File: src/rtl/block_transposition_cipher_macros.svh
// Assertion macros used by the block transposition cipher RTL.
// Needs nothing but the clock, reset and expressions handed in by the caller.
`ifndef BLOCK_TRANSPOSITION_CIPHER_MACROS_SVH
`define BLOCK_TRANSPOSITION_CIPHER_MACROS_SVH

// Same-cycle implication, checked outside reset.
`define BTC_ASSERT_IMP(name, clk, rst, ante, cons, msg) \
   name: assert property (@(posedge clk) disable iff (rst) (ante) |-> (cons)) \
      else $error(msg);

// Next-cycle implication, checked outside reset.
`define BTC_ASSERT_NXT(name, clk, rst, ante, cons, msg) \
   name: assert property (@(posedge clk) disable iff (rst) (ante) |=> (cons)) \
      else $error(msg);

`endif

File: src/rtl/btc_pkg.sv
// Package for the block transposition cipher: sizes, codes, constants, shared types.
// Used by the interfaces and every RTL module of the block; depends on nothing.
`default_nettype none

package btc_pkg;

   // Block buffer capacity and derived widths
   localparam int MAX_BLOCK    = 16;
   localparam int POS_W        = $clog2(MAX_BLOCK);
   localparam int SIZE_W       = $clog2(MAX_BLOCK + 1);
   localparam int KEY_ENTRIES  = 16;
   localparam int KEY_ENTRY_W  = 4;
   localparam int KEY_IDX_W    = $clog2(KEY_ENTRIES);
   localparam int CMP_W        = ((SIZE_W > KEY_ENTRY_W) ? SIZE_W : KEY_ENTRY_W) + 1;

   // Configuration port
   localparam int CSR_INDEX_W  = 2;
   localparam int CSR_DATA_W   = KEY_ENTRIES * KEY_ENTRY_W;
   localparam int CSR_SIZE_W   = 5;

   // Padding generator
   localparam int LFSR_W       = 16;
   localparam int RECIP_W      = 13;
   localparam int PROD_W       = LFSR_W + RECIP_W;
   localparam int MOD_SHIFT    = 17;

   // Transaction queue between front and back
   localparam int QUEUE_DEPTH  = 2;
   localparam int QPTR_W       = (QUEUE_DEPTH > 1) ? $clog2(QUEUE_DEPTH) : 1;
   localparam int QCNT_W       = $clog2(QUEUE_DEPTH + 1);

   typedef logic [7:0]                                 char_type;
   typedef logic [SIZE_W-1:0]                          size_type;
   typedef logic [POS_W-1:0]                           pos_type;
   typedef logic [CMP_W-1:0]                           cmp_type;
   typedef logic [KEY_ENTRY_W-1:0]                     key_entry_type;
   typedef logic [KEY_IDX_W-1:0]                       key_idx_type;
   typedef logic [KEY_ENTRIES-1:0][KEY_ENTRY_W-1:0]    key_type;
   typedef logic [LFSR_W-1:0]                          lfsr_type;
   typedef logic [PROD_W-1:0]                          prod_type;
   typedef logic [CSR_INDEX_W-1:0]                     csr_index_type;
   typedef logic [CSR_DATA_W-1:0]                      csr_data_type;
   typedef logic [CSR_SIZE_W-1:0]                      csr_size_type;
   typedef logic [QPTR_W-1:0]                          qptr_type;
   typedef logic [QCNT_W-1:0]                          qcnt_type;

   // Register indexes
   localparam csr_index_type REG_BLOCK_SIZE    = 2'd0;
   localparam csr_index_type REG_KEY_POSITIONS = 2'd1;
   localparam csr_index_type REG_PAD_SEED      = 2'd2;

   // Register reset values
   localparam csr_size_type  BLOCK_SIZE_RESET  = 5'd5;
   localparam key_type       KEY_RESET         = 64'hFEDC_BA98_7654_3210;
   localparam lfsr_type      SEED_RESET        = 16'h0001;

   // Character codes
   localparam char_type CHAR_SPACE   = 8'h20;
   localparam char_type CHAR_NEWLINE = 8'h0A;
   localparam char_type CHAR_UPPER_A = 8'h41;
   localparam char_type CHAR_UPPER_Z = 8'h5A;
   localparam char_type CASE_OFFSET  = 8'd32;
   localparam char_type PAD_BASE     = 8'd97;

   // Pad letter arithmetic: Galois taps and mod-26 by reciprocal (2^17 / 26)
   localparam lfsr_type           LFSR_TAPS = 16'hB400;
   localparam lfsr_type           PAD_RADIX = 16'd26;
   localparam logic [RECIP_W-1:0] MOD_RECIP = 13'd5041;

   // One classified transaction handed from front to back
   typedef struct packed {
      logic     kept;
      logic     eot;
      char_type ch;
   } item_type;

   // Queue status seen by front and back
   typedef struct packed {
      logic not_empty;
      logic full;
   } queue_status_type;

   // Live configuration handed to the back end
   typedef struct packed {
      size_type size;
      key_type  key;
      logic     seed_load;
      lfsr_type seed;
   } cfg_type;

   typedef enum logic [1:0] {
      ST_IDLE,
      ST_PAD,
      ST_EMIT,
      ST_FLUSH
   } state_type;

endpackage

`default_nettype wire

File: src/rtl/btc_intf.sv
// Channel interfaces of the block transposition cipher: text in, cipher out, register writes.
// Depends on btc_pkg for payload types.
`default_nettype none

interface btc_req_if;
   logic               valid;
   logic               ready;
   btc_pkg::char_type  in_char;
   logic               end_of_text;

   modport source (output valid, output in_char, output end_of_text, input ready);
   modport sink   (input valid, input in_char, input end_of_text, output ready);
endinterface

interface btc_rsp_if;
   logic               valid;
   logic               ready;
   btc_pkg::char_type  out_char;
   logic               last_in_block;
   logic               last_of_message;

   modport source (output valid, output out_char, output last_in_block,
                   output last_of_message, input ready);
   modport sink   (input valid, input out_char, input last_in_block,
                   input last_of_message, output ready);
endinterface

interface btc_csr_if;
   logic                    valid;
   logic                    ready;
   btc_pkg::csr_index_type  index;
   btc_pkg::csr_data_type   data;

   modport source (output valid, output index, output data, input ready);
   modport sink   (input valid, input index, input data, output ready);
endinterface

`default_nettype wire

File: src/rtl/btc_front.sv
// Front end: accepts text transactions, drops blanks, folds capitals, tags end of text.
// Depends on btc_pkg and btc_req_if; feeds btc_queue.
`default_nettype none

module btc_front (
   btc_req_if.sink                   req,
   input  btc_pkg::queue_status_type q_status,
   output logic                      q_push,
   output btc_pkg::item_type         q_item
);

   logic drop;
   logic upper;

   // Classify the incoming byte
   always_comb begin
      drop  = (req.in_char == btc_pkg::CHAR_SPACE) || (req.in_char == btc_pkg::CHAR_NEWLINE);
      upper = (req.in_char >= btc_pkg::CHAR_UPPER_A) && (req.in_char <= btc_pkg::CHAR_UPPER_Z);
      q_item.kept = !drop;
      q_item.eot  = req.end_of_text;
      q_item.ch   = upper ? (req.in_char + btc_pkg::CASE_OFFSET) : req.in_char;
   end

   // Blanks without end of text leave no work behind, so they are not queued
   assign req.ready = !q_status.full;
   assign q_push    = req.valid && !q_status.full && (!drop || req.end_of_text);

endmodule

`default_nettype wire

File: src/rtl/btc_queue.sv
// Short transaction queue between the front end and the block engine.
// Depends on btc_pkg for the entry type and depth.
`default_nettype none

module btc_queue (
   input  logic                      clock,
   input  logic                      reset,
   input  logic                      push,
   input  btc_pkg::item_type         push_item,
   input  logic                      pop,
   output btc_pkg::item_type         head,
   output btc_pkg::queue_status_type status
);

   btc_pkg::item_type entries_ff [btc_pkg::QUEUE_DEPTH];
   btc_pkg::qptr_type wr_ptr_ff, wr_ptr_in;
   btc_pkg::qptr_type rd_ptr_ff, rd_ptr_in;
   btc_pkg::qcnt_type count_ff,  count_in;

   // Pointer and occupancy update
   always_comb begin
      wr_ptr_in = wr_ptr_ff;
      rd_ptr_in = rd_ptr_ff;
      count_in  = count_ff;
      if (push) begin
         wr_ptr_in = (wr_ptr_ff == btc_pkg::qptr_type'(btc_pkg::QUEUE_DEPTH - 1)) ?
                     '0 : wr_ptr_ff + btc_pkg::qptr_type'(1);
      end
      if (pop) begin
         rd_ptr_in = (rd_ptr_ff == btc_pkg::qptr_type'(btc_pkg::QUEUE_DEPTH - 1)) ?
                     '0 : rd_ptr_ff + btc_pkg::qptr_type'(1);
      end
      case ({push, pop})
         2'b10:   count_in = count_ff + btc_pkg::qcnt_type'(1);
         2'b01:   count_in = count_ff - btc_pkg::qcnt_type'(1);
         default: count_in = count_ff;
      endcase
   end

   always_ff @(posedge clock) begin
      if (reset) begin
         wr_ptr_ff <= '0;
         rd_ptr_ff <= '0;
         count_ff  <= '0;
      end else begin
         wr_ptr_ff <= wr_ptr_in;
         rd_ptr_ff <= rd_ptr_in;
         count_ff  <= count_in;
      end
   end

   // Entry storage
   always_ff @(posedge clock) begin
      if (push) begin
         entries_ff[wr_ptr_ff] <= push_item;
      end
   end

   assign head             = entries_ff[rd_ptr_ff];
   assign status.not_empty = (count_ff != '0);
   assign status.full      = (count_ff == btc_pkg::qcnt_type'(btc_pkg::QUEUE_DEPTH));

endmodule

`default_nettype wire

File: src/rtl/btc_back.sv
// Block engine: places kept bytes by key, pads partial blocks, emits blocks in position order.
// Depends on btc_pkg, btc_rsp_if and the assertion macros; fed by btc_queue.
`default_nettype none
`include "block_transposition_cipher_macros.svh"

module btc_back (
   input  logic                      clock,
   input  logic                      reset,
   input  btc_pkg::cfg_type          cfg,
   input  btc_pkg::queue_status_type q_status,
   input  btc_pkg::item_type         q_head,
   output logic                      q_pop,
   btc_rsp_if.source                 rsp
);

   btc_pkg::state_type  state_ff, state_in;
   btc_pkg::size_type   fill_ff,  fill_in;
   btc_pkg::pos_type    pos_ff,   pos_in;
   btc_pkg::lfsr_type   lfsr_ff,  lfsr_in;
   btc_pkg::char_type   blk_mem_ff [btc_pkg::MAX_BLOCK];
   btc_pkg::char_type   blk_mem_in [btc_pkg::MAX_BLOCK];
   logic [btc_pkg::MAX_BLOCK-1:0] vld_ff, vld_in;
   btc_pkg::item_type   cur_ff,   cur_in;
   logic                last_ff,  last_in;

   logic                rsp_valid_ff, rsp_valid_in;
   btc_pkg::char_type   rsp_char_ff,  rsp_char_in;
   logic                rsp_blk_ff,   rsp_blk_in;
   logic                rsp_msg_ff,   rsp_msg_in;

   btc_pkg::lfsr_type      lfsr_nx;
   btc_pkg::prod_type      prod;
   btc_pkg::lfsr_type      quot;
   btc_pkg::lfsr_type      quot_x26;
   btc_pkg::lfsr_type      rem;
   btc_pkg::lfsr_type      rem_fix;
   btc_pkg::char_type      pad_char;

   btc_pkg::cmp_type       fill_inc;
   logic                   fill_lt;
   logic                   at_end;
   logic                   slot_free;
   logic                   emit_go;
   logic                   wr_en;
   btc_pkg::key_idx_type   wr_j;
   btc_pkg::char_type      wr_data;
   btc_pkg::key_entry_type wr_pos;
   btc_pkg::pos_type       wr_idx;

   // Pad letter: step the LFSR, then 'a' + value mod 26 via reciprocal and one correction
   always_comb begin
      lfsr_nx  = lfsr_ff[0] ? ((lfsr_ff >> 1) ^ btc_pkg::LFSR_TAPS) : (lfsr_ff >> 1);
      prod     = btc_pkg::prod_type'(lfsr_nx) * btc_pkg::prod_type'(btc_pkg::MOD_RECIP);
      quot     = btc_pkg::lfsr_type'(prod >> btc_pkg::MOD_SHIFT);
      // 26 = 16 + 8 + 2
      quot_x26 = (quot << 4) + (quot << 3) + (quot << 1);
      rem      = lfsr_nx - quot_x26;
      rem_fix  = (rem >= btc_pkg::PAD_RADIX) ? (rem - btc_pkg::PAD_RADIX) : rem;
      pad_char = btc_pkg::PAD_BASE + btc_pkg::char_type'(rem_fix);
   end

   // Sequencer: next state, buffer placement and output register load
   always_comb begin
      state_in     = state_ff;
      fill_in      = fill_ff;
      pos_in       = pos_ff;
      lfsr_in      = lfsr_ff;
      blk_mem_in   = blk_mem_ff;
      vld_in       = vld_ff;
      cur_in       = cur_ff;
      last_in      = last_ff;
      q_pop        = 1'b0;
      wr_en        = 1'b0;
      wr_j         = btc_pkg::key_idx_type'(fill_ff);
      wr_data      = q_head.ch;
      wr_pos       = '0;
      wr_idx       = '0;
      rsp_valid_in = rsp_valid_ff && !rsp.ready;
      rsp_char_in  = rsp_char_ff;
      rsp_blk_in   = rsp_blk_ff;
      rsp_msg_in   = rsp_msg_ff;

      slot_free = !rsp_valid_ff || rsp.ready;
      fill_inc  = btc_pkg::cmp_type'(fill_ff) + btc_pkg::cmp_type'(1);
      fill_lt   = btc_pkg::cmp_type'(fill_ff) < btc_pkg::cmp_type'(cfg.size);
      at_end    = (btc_pkg::cmp_type'(pos_ff) + btc_pkg::cmp_type'(1)) ==
                  btc_pkg::cmp_type'(cfg.size);
      emit_go   = ((state_ff == btc_pkg::ST_EMIT) || (state_ff == btc_pkg::ST_FLUSH)) &&
                  slot_free;

      case (state_ff)
         btc_pkg::ST_IDLE: begin
            if (q_status.not_empty) begin
               q_pop  = 1'b1;
               cur_in = q_head;
               if (q_head.kept) begin
                  if (!fill_lt) begin
                     // size was lowered below the fill: flush before placing
                     state_in = btc_pkg::ST_FLUSH;
                     pos_in   = '0;
                     last_in  = 1'b0;
                  end else begin
                     wr_en   = 1'b1;
                     fill_in = btc_pkg::size_type'(fill_inc);
                     if (fill_inc >= btc_pkg::cmp_type'(cfg.size)) begin
                        state_in = btc_pkg::ST_EMIT;
                        pos_in   = '0;
                        last_in  = q_head.eot;
                     end else if (q_head.eot) begin
                        state_in = btc_pkg::ST_PAD;
                     end
                  end
               end else if (q_head.eot && (fill_ff != '0)) begin
                  pos_in  = '0;
                  last_in = 1'b1;
                  state_in = fill_lt ? btc_pkg::ST_PAD : btc_pkg::ST_EMIT;
               end
            end
         end

         btc_pkg::ST_PAD: begin
            lfsr_in = lfsr_nx;
            wr_en   = 1'b1;
            wr_data = pad_char;
            fill_in = btc_pkg::size_type'(fill_inc);
            if (fill_inc >= btc_pkg::cmp_type'(cfg.size)) begin
               state_in = btc_pkg::ST_EMIT;
               pos_in   = '0;
               last_in  = 1'b1;
            end
         end

         btc_pkg::ST_EMIT, btc_pkg::ST_FLUSH: begin
            if (slot_free) begin
               rsp_valid_in = 1'b1;
               rsp_char_in  = vld_ff[pos_ff] ? blk_mem_ff[pos_ff] : '0;
               rsp_blk_in   = at_end;
               rsp_msg_in   = last_ff && at_end;
               pos_in       = pos_ff + btc_pkg::pos_type'(1);
               if (at_end) begin
                  vld_in  = '0;
                  fill_in = '0;
                  pos_in  = '0;
                  if (state_ff == btc_pkg::ST_EMIT) begin
                     state_in = btc_pkg::ST_IDLE;
                  end else begin
                     // held byte opens the new block
                     wr_en   = 1'b1;
                     wr_j    = '0;
                     wr_data = cur_ff.ch;
                     fill_in = btc_pkg::size_type'(1);
                     if (cur_ff.eot) begin
                        last_in  = 1'b1;
                        state_in = (btc_pkg::cmp_type'(1) < btc_pkg::cmp_type'(cfg.size)) ?
                                   btc_pkg::ST_PAD : btc_pkg::ST_EMIT;
                     end else begin
                        state_in = btc_pkg::ST_IDLE;
                     end
                  end
               end
            end
         end

         default: begin
            state_in = btc_pkg::ST_IDLE;
         end
      endcase

      // Buffer write through the key; entries outside the block are discarded
      wr_pos = cfg.key[wr_j];
      wr_idx = btc_pkg::pos_type'(wr_pos);
      if (wr_en && (btc_pkg::cmp_type'(wr_pos) < btc_pkg::cmp_type'(cfg.size))) begin
         blk_mem_in[wr_idx] = wr_data;
         vld_in[wr_idx]     = 1'b1;
      end

      // Seed write reloads the generator; zero is taken as one
      if (cfg.seed_load) begin
         lfsr_in = (cfg.seed == '0) ? btc_pkg::lfsr_type'(1) : cfg.seed;
      end
   end

   // Control state
   always_ff @(posedge clock) begin
      if (reset) begin
         state_ff     <= btc_pkg::ST_IDLE;
         fill_ff      <= '0;
         pos_ff       <= '0;
         lfsr_ff      <= btc_pkg::SEED_RESET;
         vld_ff       <= '0;
         rsp_valid_ff <= 1'b0;
      end else begin
         state_ff     <= state_in;
         fill_ff      <= fill_in;
         pos_ff       <= pos_in;
         lfsr_ff      <= lfsr_in;
         vld_ff       <= vld_in;
         rsp_valid_ff <= rsp_valid_in;
      end
   end

   // Payload
   always_ff @(posedge clock) begin
      blk_mem_ff  <= blk_mem_in;
      cur_ff      <= cur_in;
      last_ff     <= last_in;
      rsp_char_ff <= rsp_char_in;
      rsp_blk_ff  <= rsp_blk_in;
      rsp_msg_ff  <= rsp_msg_in;
   end

   assign rsp.valid           = rsp_valid_ff;
   assign rsp.out_char        = rsp_char_ff;
   assign rsp.last_in_block   = rsp_blk_ff;
   assign rsp.last_of_message = rsp_msg_ff;

   `BTC_ASSERT_IMP(a_fill_bound, clock, reset, 1'b1,
      fill_ff <= btc_pkg::size_type'(btc_pkg::MAX_BLOCK), "fill count beyond block capacity")
   `BTC_ASSERT_IMP(a_msg_ends_block, clock, reset, rsp_valid_ff && rsp_msg_ff,
      rsp_blk_ff, "message end flagged inside a block")
   `BTC_ASSERT_NXT(a_buffer_cleared, clock, reset,
      emit_go && at_end && (state_ff == btc_pkg::ST_EMIT),
      vld_ff == '0, "block buffer not cleared after emission")
   `BTC_ASSERT_IMP(a_lfsr_live, clock, reset, 1'b1,
      lfsr_ff != '0, "padding generator stuck at zero")

endmodule

`default_nettype wire

File: src/rtl/block_transposition_cipher.sv
// Top level of the block transposition cipher: register file, front end, queue, block engine.
// Depends on btc_pkg, btc_intf, btc_front, btc_queue and btc_back.
`default_nettype none

// Text bytes enter on req_ch one transaction per cycle while the queue is not full; blanks and
// newlines are dropped and capitals folded to lower case. The j-th kept byte of a block lands
// at the buffer position named by key entry j, and a full block leaves on rsp_ch in position
// order, one byte per cycle while the receiver is ready, with last_in_block on its final byte.
// A transaction flagged end_of_text pads any partial block with LFSR letters and flushes it,
// setting last_of_message on the final byte. A kept byte that does not close a block is only
// placed; a byte that closes a block is placed and the block emitted, and an end of text adds
// the pad letters and the emission of the padded block. Throughput is set by the single read
// port of the block buffer, which emits one byte per cycle while the receiver is ready; the
// engine works on one transaction at a time. A two-entry queue lets the front keep accepting
// while the engine emits. Registers: 0 block_size, 1 key_positions, 2 pad_seed (a write
// reloads the padding LFSR); write them only while the block is idle.
module block_transposition_cipher (
   input logic         clock,
   input logic         reset,
   btc_req_if.sink     req_ch,
   btc_rsp_if.source   rsp_ch,
   btc_csr_if.sink     csr_ch
);

   btc_pkg::csr_size_type     size_raw_ff, size_raw_in;
   btc_pkg::key_type          key_ff,      key_in;
   logic                      seed_load;
   btc_pkg::cfg_type          cfg;
   btc_pkg::queue_status_type q_status;
   btc_pkg::item_type         push_item;
   btc_pkg::item_type         q_head;
   logic                      q_push;
   logic                      q_pop;

   // Register writes
   assign csr_ch.ready = 1'b1;

   always_comb begin
      size_raw_in = size_raw_ff;
      key_in      = key_ff;
      seed_load   = 1'b0;
      if (csr_ch.valid) begin
         case (csr_ch.index)
            btc_pkg::REG_BLOCK_SIZE:    size_raw_in = csr_ch.data[btc_pkg::CSR_SIZE_W-1:0];
            btc_pkg::REG_KEY_POSITIONS: key_in      = btc_pkg::key_type'(csr_ch.data);
            btc_pkg::REG_PAD_SEED:      seed_load   = 1'b1;
            default:                    seed_load   = 1'b0;
         endcase
      end
   end

   always_ff @(posedge clock) begin
      if (reset) begin
         size_raw_ff <= btc_pkg::BLOCK_SIZE_RESET;
         key_ff      <= btc_pkg::KEY_RESET;
      end else begin
         size_raw_ff <= size_raw_in;
         key_ff      <= key_in;
      end
   end

   // Effective block size: zero acts as one, oversize clamps to capacity
   always_comb begin
      if (size_raw_ff == '0) begin
         cfg.size = btc_pkg::size_type'(1);
      end else if (size_raw_ff > btc_pkg::MAX_BLOCK) begin
         cfg.size = btc_pkg::size_type'(btc_pkg::MAX_BLOCK);
      end else begin
         cfg.size = btc_pkg::size_type'(size_raw_ff);
      end
      cfg.key       = key_ff;
      cfg.seed_load = seed_load;
      cfg.seed      = csr_ch.data[btc_pkg::LFSR_W-1:0];
   end

   btc_front u_front (
      .req      (req_ch),
      .q_status (q_status),
      .q_push   (q_push),
      .q_item   (push_item)
   );

   btc_queue u_queue (
      .clock     (clock),
      .reset     (reset),
      .push      (q_push),
      .push_item (push_item),
      .pop       (q_pop),
      .head      (q_head),
      .status    (q_status)
   );

   btc_back u_back (
      .clock    (clock),
      .reset    (reset),
      .cfg      (cfg),
      .q_status (q_status),
      .q_head   (q_head),
      .q_pop    (q_pop),
      .rsp      (rsp_ch)
   );

endmodule

`default_nettype wire

File: src/flat_wrapper.sv
// flat-port wrapper written by rule: the top's interface ports become plain ports
module block_transposition_cipher_flat 
  (clock, reset, req_ch_valid, req_ch_in_char, req_ch_end_of_text, req_ch_ready, rsp_ch_valid, rsp_ch_out_char, rsp_ch_last_in_block, rsp_ch_last_of_message, rsp_ch_ready, csr_ch_valid, csr_ch_index, csr_ch_data, csr_ch_ready);
  btc_req_if req_ch_i ();
  btc_rsp_if rsp_ch_i ();
  btc_csr_if csr_ch_i ();
  input logic clock;
  input logic reset;
  input wire logic [$bits(req_ch_i.valid)-1:0] req_ch_valid;
  input wire logic [$bits(req_ch_i.in_char)-1:0] req_ch_in_char;
  input wire logic [$bits(req_ch_i.end_of_text)-1:0] req_ch_end_of_text;
  output wire logic [$bits(req_ch_i.ready)-1:0] req_ch_ready;
  output wire logic [$bits(rsp_ch_i.valid)-1:0] rsp_ch_valid;
  output wire logic [$bits(rsp_ch_i.out_char)-1:0] rsp_ch_out_char;
  output wire logic [$bits(rsp_ch_i.last_in_block)-1:0] rsp_ch_last_in_block;
  output wire logic [$bits(rsp_ch_i.last_of_message)-1:0] rsp_ch_last_of_message;
  input wire logic [$bits(rsp_ch_i.ready)-1:0] rsp_ch_ready;
  input wire logic [$bits(csr_ch_i.valid)-1:0] csr_ch_valid;
  input wire logic [$bits(csr_ch_i.index)-1:0] csr_ch_index;
  input wire logic [$bits(csr_ch_i.data)-1:0] csr_ch_data;
  output wire logic [$bits(csr_ch_i.ready)-1:0] csr_ch_ready;
  assign req_ch_i.valid = req_ch_valid;
  assign req_ch_i.in_char = req_ch_in_char;
  assign req_ch_i.end_of_text = req_ch_end_of_text;
  assign req_ch_ready = req_ch_i.ready;
  assign rsp_ch_valid = rsp_ch_i.valid;
  assign rsp_ch_out_char = rsp_ch_i.out_char;
  assign rsp_ch_last_in_block = rsp_ch_i.last_in_block;
  assign rsp_ch_last_of_message = rsp_ch_i.last_of_message;
  assign rsp_ch_i.ready = rsp_ch_ready;
  assign csr_ch_i.valid = csr_ch_valid;
  assign csr_ch_i.index = csr_ch_index;
  assign csr_ch_i.data = csr_ch_data;
  assign csr_ch_ready = csr_ch_i.ready;
  block_transposition_cipher u_core (.clock(clock), .reset(reset), .req_ch(req_ch_i), .rsp_ch(rsp_ch_i), .csr_ch(csr_ch_i));
endmodule
File: config.mk
export PLATFORM = sky130hd
export DESIGN_NAME = block_transposition_cipher_flat
export DESIGN_NICKNAME = d
export VERILOG_FILES = /design/src/rtl/btc_pkg.sv /design/src/rtl/btc_intf.sv /design/src/rtl/btc_front.sv /design/src/rtl/btc_queue.sv /design/src/rtl/btc_back.sv /design/src/rtl/block_transposition_cipher.sv /design/src/flat_wrapper.sv
export VERILOG_INCLUDE_DIRS = /design/src /design/src/rtl
export SDC_FILE = /design/constraint.sdc
export NUM_CORES = 1
export LEC_CHECK = 0
export CORE_ASPECT_RATIO = 1.4
export CORE_MARGIN = 5
export CORE_UTILIZATION = 55
export DETAILED_ROUTE_END_ITERATION = 12
export DONT_BUFFER_PORTS = 1
export PLACE_DENSITY_LB_ADDON = 0.1
export SYNTH_ARGS = -nofsm -noshare
export SYNTH_HDL_FRONTEND = slang
export SYNTH_SLANG_ARGS = --single-unit
export TNS_END_PERCENT = 30
File: constraint.sdc
create_clock -name clock -period 15.21 [get_ports clock]
set_clock_uncertainty 0.15 [all_clocks]
set_input_delay 0.7605 -clock clock [delete_from_list [all_inputs] [get_ports clock]]
set_output_delay 0.7605 -clock clock [all_outputs]
set_load 0.005 [all_outputs]
==> summary.txt, run 1 <==
Status
  • Outcome: complete, no violations

Worst setup path
  • R2R Setup Slk: 3.08 ns
  • Critical Setup Path Class: flip-flop to flip-flop
  • Max incr delay on CP: 0.75 ns
  • Crit end category: flip-flop
  • CP endpoint: u_core.u_back.blk_mem_ff[92]
  • CP Data Required Time: 15.28 ns
  • CP Launch Point: u_core.u_back.lfsr_ff[0]
  • CP max stage cell: a21oi_1
  • Cell count of the worst reg-to-reg path: 40
  • WP data arrival: 12.20 ns
  • Worst setup SP type: flip-flop
  • Crit Path Max Fanout: 16
  • R2r startpoint: u_core.u_back.lfsr_ff[0]
  • Reg-to-Reg End: u_core.u_back.blk_mem_ff[92]

Global routing
  • Gr usage total: 22.9%
  • Global-route wire length before repair: 66200 um
  • Largest net degree at the start of global routing: 120
  • GR Overflow Total: 0
  • Vias in the first global route: 12.3k
  • Initial antenna violation count: 0

Layout
  • Final Non-Filler Cells: 2037
  • Share of post-route cells with drive strength above 1: 8.65%
  • ANT cells: 0
  • # nets final: 1904
  • Synth-to-Final Area Change: 6.48%

STA
  • Fmax: 82.4 MHz
  • Final slew viol count: 0
  • Post-layout minimum cycle time: 12.13 ns
  • Final setup TNS: 0 ns
  • Tcrit/Tclk final: 79.7%
  • Final setup viols: 0
  • Worst Tran Pin Value: 1.17 ns
  • Hold Violations, Final: 0
  • RSZ-0062 raised after global routing: false
  • Worst relative slew slack: 21.4%

Routing
  • ANT nets after route: 0
  • Drt drc: 0
  • Via count: 12.0k
  • Router iterations before antenna repair: 5
  • Initial DRC Count: 730
  • WL final: 40500 um
  • Vias/cell: 5.90
  • Drt wl/cell: 19.9 um

Clocking
  • CTS Buffer Depth: 3
  • Clock transition at the registers of the reported paths: 0.07 ns
  • Hold buffer count at CTS: 0
  • Post-CTS Setup Inserts: 0
  • CTS tree: built
  • CTS root buffer: clkbuf_16
  • # resized after CTS: 0
  • CTS Buf Count: 28
  • Later-pin clock latency in the skew report: 0.55 ns
  • H-tree lvl count: 1
  • Sink Count: 286

Flow run
  • Max_cap viols: 0

Die
  • Core area: 31700 um^2
  • Starting Density: 55.9%
  • Site Rows: 77
  • Die extent in y: 222 um
  • Top Ports: 93
  • Die X: 162 um
  • Die ar.: 36000 um^2

Placement
  • IO Port Bufs: 0
  • Dpl cells: 1985
  • GPL Wtd Cong: 0.870
  • Hpwl dp: 29700 um

Synthesis
  • Main synth FF type: edfxtp_1
  • Netlist cell types: 80
  • YS warnings: 0
  • Synth Register Bits: 286
  • Avg Cell Area, Syn: 10.7 um^2
  • Cell Area, Synth: 17700 um^2
  • Post-synthesis sequential area ratio: 41.8%
  • Syn Inst Count: 1655
  • Count of flip-flops with a built-in enable after synthesis: 168
  • Async set-or-reset flop fraction in the synthesized netlist: 0%
  • Synth Net Count: 1939

Worst hold path
  • Tightest Hold Check Type: input port to flip-flop
==> synthesized netlist by cell type, types with 6 or more instances <==
library cell  number  area (um^2)
o211ai_1           8         60.1
xnor2_1           31          272
ha_1             130         1630
fa_1              74         1480
dfxtp_1          118         2360
nor4_1             6         37.5
or3_1              9         56.3
buf_1             13         48.8
nor2_1            93          349
o31ai_2            8          100
o31ai_1            9         67.6
or2_2              9         56.3
mux2i_1           27          270
a211oi_1          11         82.6
a31oi_1           10         62.6
a311oi_1          13          114
edfxtp_1         168         5040
and3_1             6         37.5
o21a_1            18          135
o22ai_1           13         81.3
a21o_1            15          113
nand2b_1          19          119
o21ai_0           44          220
a21oi_1           92          460
nand3_1           17         85.1
mux2_2            12          135
inv_1            156          586
clkbuf_1          58          218
nor3_1            20          100
mux4_2            45         1010
nand3b_1          39          293
nand2_1          226          848
xor2_1            17          149
nor2b_1           18          113
==> critical path, delay by kind of cell, from the launching register on <==
kind                       cells  cell delay [ns]
and+or+nand+nor                5             1.23
buffers and inverters          4             0.40
AOI/OAI and AO/OA             16             3.82
adders and majority gates     10             4.18
DFF                            1             0.52
xor gates and xnor gates       5             1.44
==> logic make-up after synthesis <==
family,Yosys count,share of synthesized area (%)
AND/OR/NAND/NOR,493,13.3
AO/OA/AOI/OAI,300,11.5
flip-flops,286,41.8
buffers and inverters,236,5.12
adder cells (fa/ha/maj),205,17.6
multiplexers,84,8.01
XOR/XNOR,50,2.63
other,1,0.0212
==> state kept, by name, indices dropped and copies added (netlist names), named ones only <==
name / count
u_core.u_back.last_ff: 1
u_core.u_back.pos_ff: 4
u_core.u_queue.entries_ff: 20
u_core.u_back.rsp.out_char: 8
u_core.u_back.state_ff: 2
u_core.u_back.fill_ff: 5
u_core.u_queue.wr_ptr_ff: 1
u_core.u_back.vld_ff: 16
u_core.u_back.blk_mem_ff: 128
u_core.u_back.cur_ff: 9
u_core.u_queue.count_ff: 2
u_core.size_raw_ff: 5
u_core.u_back.lfsr_ff: 16
u_core.cfg: 64
u_core.u_back.rsp.valid: 1
u_core.u_back.rsp.last_in_block: 1
u_core.u_queue.rd_ptr_ff: 1
u_core.u_back.rsp.last_of_message: 1
==> stage by stage <==
step	setup slack (ns)	hold WS, ns	cell area [um^2]	utilization [%]
after floorplan	4.26	0.270	17700	-
after global placement	3.50	0.280	18000	56.8
after detailed placement	3.11	0.290	18000	56.8
after CTS	3.04	0.108	18900	59.5
after global routing	2.07	0.113	18900	59.5
final	3.08	0.145	18900	59.5
==> how the worst min path moves through the flow <==
stage	from	to	slack (ns)	cells past startpoint
2_1_floorplan	u_core.u_back.vld_ff[10]	u_core.u_back.vld_ff[10]	0.27	2
3_3_place_gp	u_core.u_back.vld_ff[9]	u_core.u_back.vld_ff[9]	0.28	2
3_5_place_dp	u_core.u_back.vld_ff[9]	u_core.u_back.vld_ff[9]	0.29	2
4_1_cts	reset	u_core.u_back.state_ff[0]	0.11	1
5_1_grt	reset	u_core.cfg[54]	0.11	1
6_report	reset	u_core.cfg[54]	0.15	1
==> layout make-up <==
type	instances	area, um^2
Clock buffer	35	748
Clock inverter	17	116
Fill cell	2719	12800
Inverter	157	589
Multi-Input combinational cell	1133	9410
Sequential cell	286	7410
Tap cell	395	494
Timing Repair Buffer	14	105
==> layout by cell type (no fill, tap or decap), types with 6 or more instances in the layout <==
cell type	instances
nor2_1	93
edfxtp_1	168
nand2b_1	19
o31ai_2	8
dfxtp_1	117
o21a_1	18
clkbuf_16	29
mux4_2	45
clkinv_1	7
mux2i_1	27
a21o_1	15
or3_1	9
o31ai_1	9
a311oi_1	13
a211oi_1	11
buf_4	14
nor3_1	20
a21oi_1	92
clkinv_2	6
a31oi_1	10
clkbuf_1	6
mux2_2	12
o21ai_0	44
nand3_1	17
o211ai_1	8
inv_1	156
nand2_1	226
nor4_1	6
nand3b_1	39
ha_1	130
o22ai_1	13
and3_1	6
xnor2_1	31
nor2b_1	18
fa_1	74
xor2_1	17
or2_2	9
==> metal layers <==
metal / track usage (%) / share of wire [%] / wire (um) / vias to the layer above
met1: 29.3 / 41 / 16700 / 5901
li1: - / - / - / 5802
met5: 0 / 0 / 0 / -
met2: 40.1 / 51 / 20900 / 246
met3: 2.76 / 3.7 / 1510 / 78
met4: 8.03 / 3.5 / 1430 / 0
Power of run 1 is not shown: default switching activity piles up to over one toggle a cycle in this logic, so the estimate is an artifact.
==> inputs of run 2 (changes only) <==
- clock period: 15.21 -> 10.9 ns (I/O delays scaled with it)
==> summary.txt, run 2 (synthesized netlist as in run 1, its figures left out) <==
Die
  • Die extent in y: 222 um (unchanged)
  • Die ar.: 36000 um^2 (unchanged)
  • Site Rows: 77 (unchanged)
  • Top Ports: 93 (unchanged)
  • Core area: 31700 um^2 (unchanged)
  • Die X: 162 um (unchanged)
  • Starting Density: 55.9% (unchanged)

Clocking
  • Later-pin clock latency in the skew report: 0.55 ns (about the same)
  • CTS root buffer: clkbuf_16 (unchanged)
  • H-tree lvl count: 1 (unchanged)
  • CTS Buf Count: 28 (unchanged)
  • Clock transition at the registers of the reported paths: 0.06 ns (was 0.07 ns)
  • Sink Count: 286 (unchanged)
  • CTS tree: built (unchanged)
  • CTS Buffer Depth: 3 (unchanged)

Placement
  • Hpwl dp: 30000 um (was 29700 um)
  • IO Port Bufs: 0 (unchanged)
  • Dpl ws: 0.0754 ns (was 3.11 ns)
  • Placed instance area: 18200 um^2 (was 18000 um^2)
  • GPL Wtd Cong: 0.886 (was 0.870)

Global routing
  • GR Overflow Total: 0 (unchanged)
  • Largest net degree at the start of global routing: 119 (was 120)
  • Initial antenna violation count: 0 (unchanged)
  • Vias in the first global route: 12.3k (about the same)
  • Gr usage total: 23.0% (was 22.9%)
  • Global-route wire length before repair: 66600 um (was 66200 um)

STA
  • Tcrit/Tclk final: 94.6% (was 79.7%)
  • Post-layout minimum cycle time: 10.31 ns (was 12.13 ns)
  • RSZ-0062 raised after global routing: false (unchanged)
  • Fmax: 97.0 MHz (was 82.4 MHz)
  • Hold Violations, Final: 0 (unchanged)
  • Final slew viol count: 0 (unchanged)
  • Final setup viols: 0 (unchanged)
  • Worst relative slew slack: 14.5% (was 21.4%)
  • Final setup TNS: 0 ns (unchanged)
  • Worst Tran Pin Value: 1.28 ns (was 1.17 ns)
  • Final WS setup: 0.590 ns (was 3.08 ns)

Layout
  • FILL cells: 2601 (was 2719)
  • ANT cells: 0 (unchanged)
  • Synth-to-Final Area Change: 11.8% (was 6.48%)
  • Share of post-route cells with drive strength above 1: 9.75% (was 8.65%)
  • # nets final: 1996 (was 1904)
  • Most common library cell in the layout ignoring fill and taps: nand2_1 (unchanged)
  • Most used cells in the layout excluding fill and tap cells: nand2_1, edfxtp_1, inv_1 (unchanged)
  • Reg with most FFs: u_core.u_back.blk_mem_ff (unchanged)
  • Max reg flops: 128 (unchanged)
  • Design area: 19800 um^2 (was 18900 um^2)
  • Final core occ: 62.5% (was 59.5%)

Routing
  • WL final: 41700 um (was 40500 um)
  • ANT nets after route: 0 (unchanged)
  • Router iterations before antenna repair: 5 (unchanged)
  • Via count: 12.5k (was 12.0k)
  • Initial DRC Count: 890 (was 730)
  • Vias/cell: 5.85 (was 5.90)
  • Drt wl/cell: 19.6 um (was 19.9 um)
  • Drt drc: 0 (unchanged)

Worst setup path
  • Cell count of the worst reg-to-reg path: 38 (was 40)
  • CP Launch Point: u_core.u_back.lfsr_ff[3] (was u_core.u_back.lfsr_ff[0])
  • Worst setup SP type: flip-flop (unchanged)
  • CP max stage cell: fa_1 (was a21oi_1)
  • CP endpoint: u_core.u_back.blk_mem_ff[12] (was u_core.u_back.blk_mem_ff[92])
  • R2R Setup Slk: 0.59 ns (was 3.08 ns)
  • Reg-to-Reg End: u_core.u_back.blk_mem_ff[12] (was u_core.u_back.blk_mem_ff[92])
  • Crit Path Max Fanout: 16 (unchanged)
  • Max incr delay on CP: 0.52 ns (was 0.75 ns)
  • R2r startpoint: u_core.u_back.lfsr_ff[3] (was u_core.u_back.lfsr_ff[0])
  • Crit end category: flip-flop (unchanged)
  • Crit path top cell by count: fa_1
  • Critical Setup Path Class: flip-flop to flip-flop (unchanged)
  • CP Data Required Time: 11.04 ns (was 15.28 ns)
  • WP data arrival: 10.45 ns (was 12.20 ns)

Flow run
  • Max_cap viols: 0 (unchanged)

Worst hold path
  • Hold Crit Start: csr_ch_data[10] (was reset)
  • Tightest Hold Check Type: input port to flip-flop (unchanged)

Status
  • Outcome: complete, no violations (unchanged)
==> run 2: cell count changes in the layout (fill, tap and decap cells not counted), sizes merged <==
cell	previous run	this run
clkbuf	35	40
clkinv	14	11
inv	158	157
buf	14	37
clkinvlp	1	0
dlygate4sd3	0	69
==> run 2: final cells by class <==
cell class	count	area, um^2	share of cell area (%)
Inverter	157	589	2.98
Multi-Input combinational cell	1133	9440	47.6
Tap cell	395	494	2.50
Timing Repair Buffer	106	1000	5.05
Clock inverter	12	87.6	0.442
Sequential cell	286	7410	37.4
Clock buffer	40	787	3.97
==> run 2: what timing repair did <==
action | in CTS | in global routing
setup buffers | 0 | 1
endpoints found under the hold margin | 130 | 0
resized for setup | 0 | 10
hold buffers | 70 | 0
setup endpoints to repair | 0 | 80
==> run 2: per-layer routing <==
metal,part of all wire [%],up-vias,routed length (um),global-route usage [%]
met4,3.1,0,1270,6.93
li1,-,5986,-,-
met1,41,6107,17100,29.4
met2,52,287,21600,41.1
met3,4.2,73,1770,2.71
met5,0,-,0,0
==> run 2: worst max-delay path, delay by kind of cell (launching register included) <==
kind            cells  cell delay [ns]
buf+inv             2             0.20
flops               1             0.45
fa+ha+maj          10             3.96
xor+xnor            4             0.72
compound gates     18             3.56
simple gates        4             1.00
==> run 2: worst min-delay path by stage <==
stage | end | slack (ns) | depth (start not counted)
3_3_place_gp | u_core.u_back.vld_ff[9] | 0.28 | 2
3_5_place_dp | u_core.u_back.vld_ff[14] | 0.29 | 2
2_1_floorplan | u_core.u_back.vld_ff[10] | 0.27 | 2
5_1_grt | u_core.cfg[27] | 0.01 | 2
4_1_cts | u_core.u_back.lfsr_ff[11] | 0.002 | 2
6_report | u_core.cfg[27] | 0.02 | 2
==> run 2: through the flow <==
stage / cells / hold slack (ns)
final: 2129 / 0.0179
after floorplan: 1655 / 0.270
after global placement: 2006 / 0.279
after CTS: 2128 / 0.00208
after global routing: 2129 / 0.0120
after detailed placement: 2006 / 0.289
Power of run 2 is left out for the same reason.
==> inputs of run 3 (changes only) <==
- CTS_BUF_LIST: default -> sky130_fd_sc_hd__clkbuf_8
==> summary.txt, run 3 (synthesized netlist as in run 1, its figures left out) <==
STA
  • Fmax: 96.7 MHz (was 97.0 MHz)
  • Tcrit/Tclk final: 94.9% (was 94.6%)
  • Final slew viol count: 0 (unchanged)
  • Final setup viols: 0 (unchanged)
  • Worst relative slew slack: 13.0% (was 14.5%)
  • Post-layout minimum cycle time: 10.35 ns (was 10.31 ns)
  • Hold Violations, Final: 0 (unchanged)
  • Worst Tran Pin Value: 1.31 ns (was 1.28 ns)

Routing
  • Drt drc: 0 (unchanged)
  • Drt wl/cell: 19.5 um (was 19.6 um)
  • Via count: 12.6k (was 12.5k)
  • WL final: 42000 um (was 41700 um)
  • ANT nets after route: 0 (unchanged)
  • Router iterations before antenna repair: 5 (unchanged)
  • Initial DRC Count: 877 (was 890)
  • Vias/cell: 5.82 (was 5.85)

Worst setup path
  • Crit path top cell by count: fa_1 (unchanged)
  • Max incr delay on CP: 0.52 ns (about the same)
  • WP data arrival: 10.50 ns (was 10.45 ns)
  • Cell count of the worst reg-to-reg path: 38 (unchanged)
  • CP Data Required Time: 11.05 ns (was 11.04 ns)
  • Crit end category: flip-flop (unchanged)
  • Worst setup SP type: flip-flop (unchanged)
  • CP max stage cell: fa_1 (unchanged)
  • Critical Setup Path Class: flip-flop to flip-flop (unchanged)
  • Crit Path Max Fanout: 16 (unchanged)

Clocking
  • CTS Buf Count: 46 (was 28)
  • Clock transition at the registers of the reported paths: 0.06 ns (about the same)
  • CTS root buffer: clkbuf_8 (was clkbuf_16)
  • H-tree lvl count: 2 (was 1)
  • Sink Count: 286 (unchanged)
  • Later-pin clock latency in the skew report: 0.57 ns (was 0.55 ns)
  • CTS Buffer Depth: 3 (unchanged)
  • CTS tree: built (unchanged)

Layout
  • Reg with most FFs: u_core.u_back.blk_mem_ff (unchanged)
  • Synth-to-Final Area Change: 11.9% (was 11.8%)
  • Most common library cell in the layout ignoring fill and taps: nand2_1 (unchanged)
  • Design area: 19800 um^2 (about the same)
  • Most used cells in the layout excluding fill and tap cells: nand2_1, inv_1, edfxtp_1 (was nand2_1, edfxtp_1, inv_1)
  • Max reg flops: 128 (unchanged)
  • Share of post-route cells with drive strength above 1: 10.7% (was 9.75%)
  • # nets final: 2017 (was 1996)

Die
  • Top Ports: 93 (unchanged)
  • Site Rows: 77 (unchanged)
  • Die X: 162 um (unchanged)
  • Starting Density: 55.9% (unchanged)
  • Core area: 31700 um^2 (unchanged)
  • Die ar.: 36000 um^2 (unchanged)
  • Die extent in y: 222 um (unchanged)

Worst hold path
  • Hold depth: 2 (unchanged)
  • Tightest Hold Check Type: input port to flip-flop (unchanged)

Placement
  • IO Port Bufs: 0 (unchanged)
  • Placed instance area: 18200 um^2 (unchanged)
  • GPL Wtd Cong: 0.886 (unchanged)
  • Hpwl dp: 30000 um (unchanged)

Global routing
  • Vias in the first global route: 12.6k (was 12.3k)
  • Gr usage total: 23.3% (was 23.0%)
  • Largest net degree at the start of global routing: 119 (unchanged)
  • GR Overflow Total: 0 (unchanged)
  • Initial antenna violation count: 0 (unchanged)
  • Global-route wire length before repair: 67000 um (was 66600 um)

Flow run
  • Max_cap viols: 0 (unchanged)

Status
  • Outcome: complete, no violations (unchanged)
## run 3: changes by cell type in the layout (fill, tap and decap cells not counted), sizes merged
cell | before | now
inv | 157 | 171
diode | 0 | 1
bufinv | 1 | 2
clkinvlp | 0 | 1
clkbuf | 40 | 50
dlygate4sd3 | 69 | 72
clkinv | 11 | 12
## run 3: what timing repair did
action / CTS / global route
hold buffers: 73 / 0
endpoints found under the hold margin: 134 / 0
resized for setup: 0 / 10
setup endpoints to repair: 0 / 80
setup buffers: 0 / 1
## run 3: final cells by class
type                       instances  area (um^2)
fill                            2605        11900
multi-input combinational       1133         9440
sequential                       286         7410
timing repair buffer             109         1030
clock buffer                      50          688
inverter                         157          589
tap                              395          494
clock inverter                    29          178
antenna                            1         2.50
## run 3: critical path, delay by kind of cell, from the launching register on
family / cells / cell delay [ns]
AOI/OAI and AO/OA: 18 / 3.56
xor gates and xnor gates: 4 / 0.72
adders and majority gates: 10 / 3.96
buffers and inverters: 2 / 0.20
DFF: 1 / 0.45
and+or+nand+nor: 4 / 1.01
## run 3: final timing paths
check	start	slack, ns	endpoint
setup / recovery	u_core.u_back.lfsr_ff[3]	0.55	u_core.u_back.blk_mem_ff[116]
hold / removal	csr_ch_data[9]	0.02	u_core.u_back.lfsr_ff[9]
setup reg to reg	u_core.u_back.lfsr_ff[3]	0.55	u_core.u_back.blk_mem_ff[116]
hold reg to reg	u_core.u_back.vld_ff[9]	0.30	u_core.u_back.vld_ff[9]
## run 3: through the flow
stage	TNS [ns]	util [%]	instances	worst slack, ns	hold WS [ns]
floorplan	0	-	1655	0.0382	0.270
global placement	0	57.3	2006	0.300	0.279
detailed placement	0	57.3	2006	0.0754	0.289
CTS	0	62.4	2158	0.0150	0.000186
global route	-0.000361	62.6	2159	-0.000361	0.00426
finish	0	62.6	2160	0.555	0.0219
## run 3: layer usage
metal,vias up,part of all wire (%),track usage [%],routed length (um)
met2,286,51,41.2,21600
met3,88,4.5,3.74,1910
met4,0,3.5,8.11,1480
met1,6146,41,28.9,17000
met5,-,0,0,0
li1,6041,-,-,-
Power of run 3 is left out for the same reason.
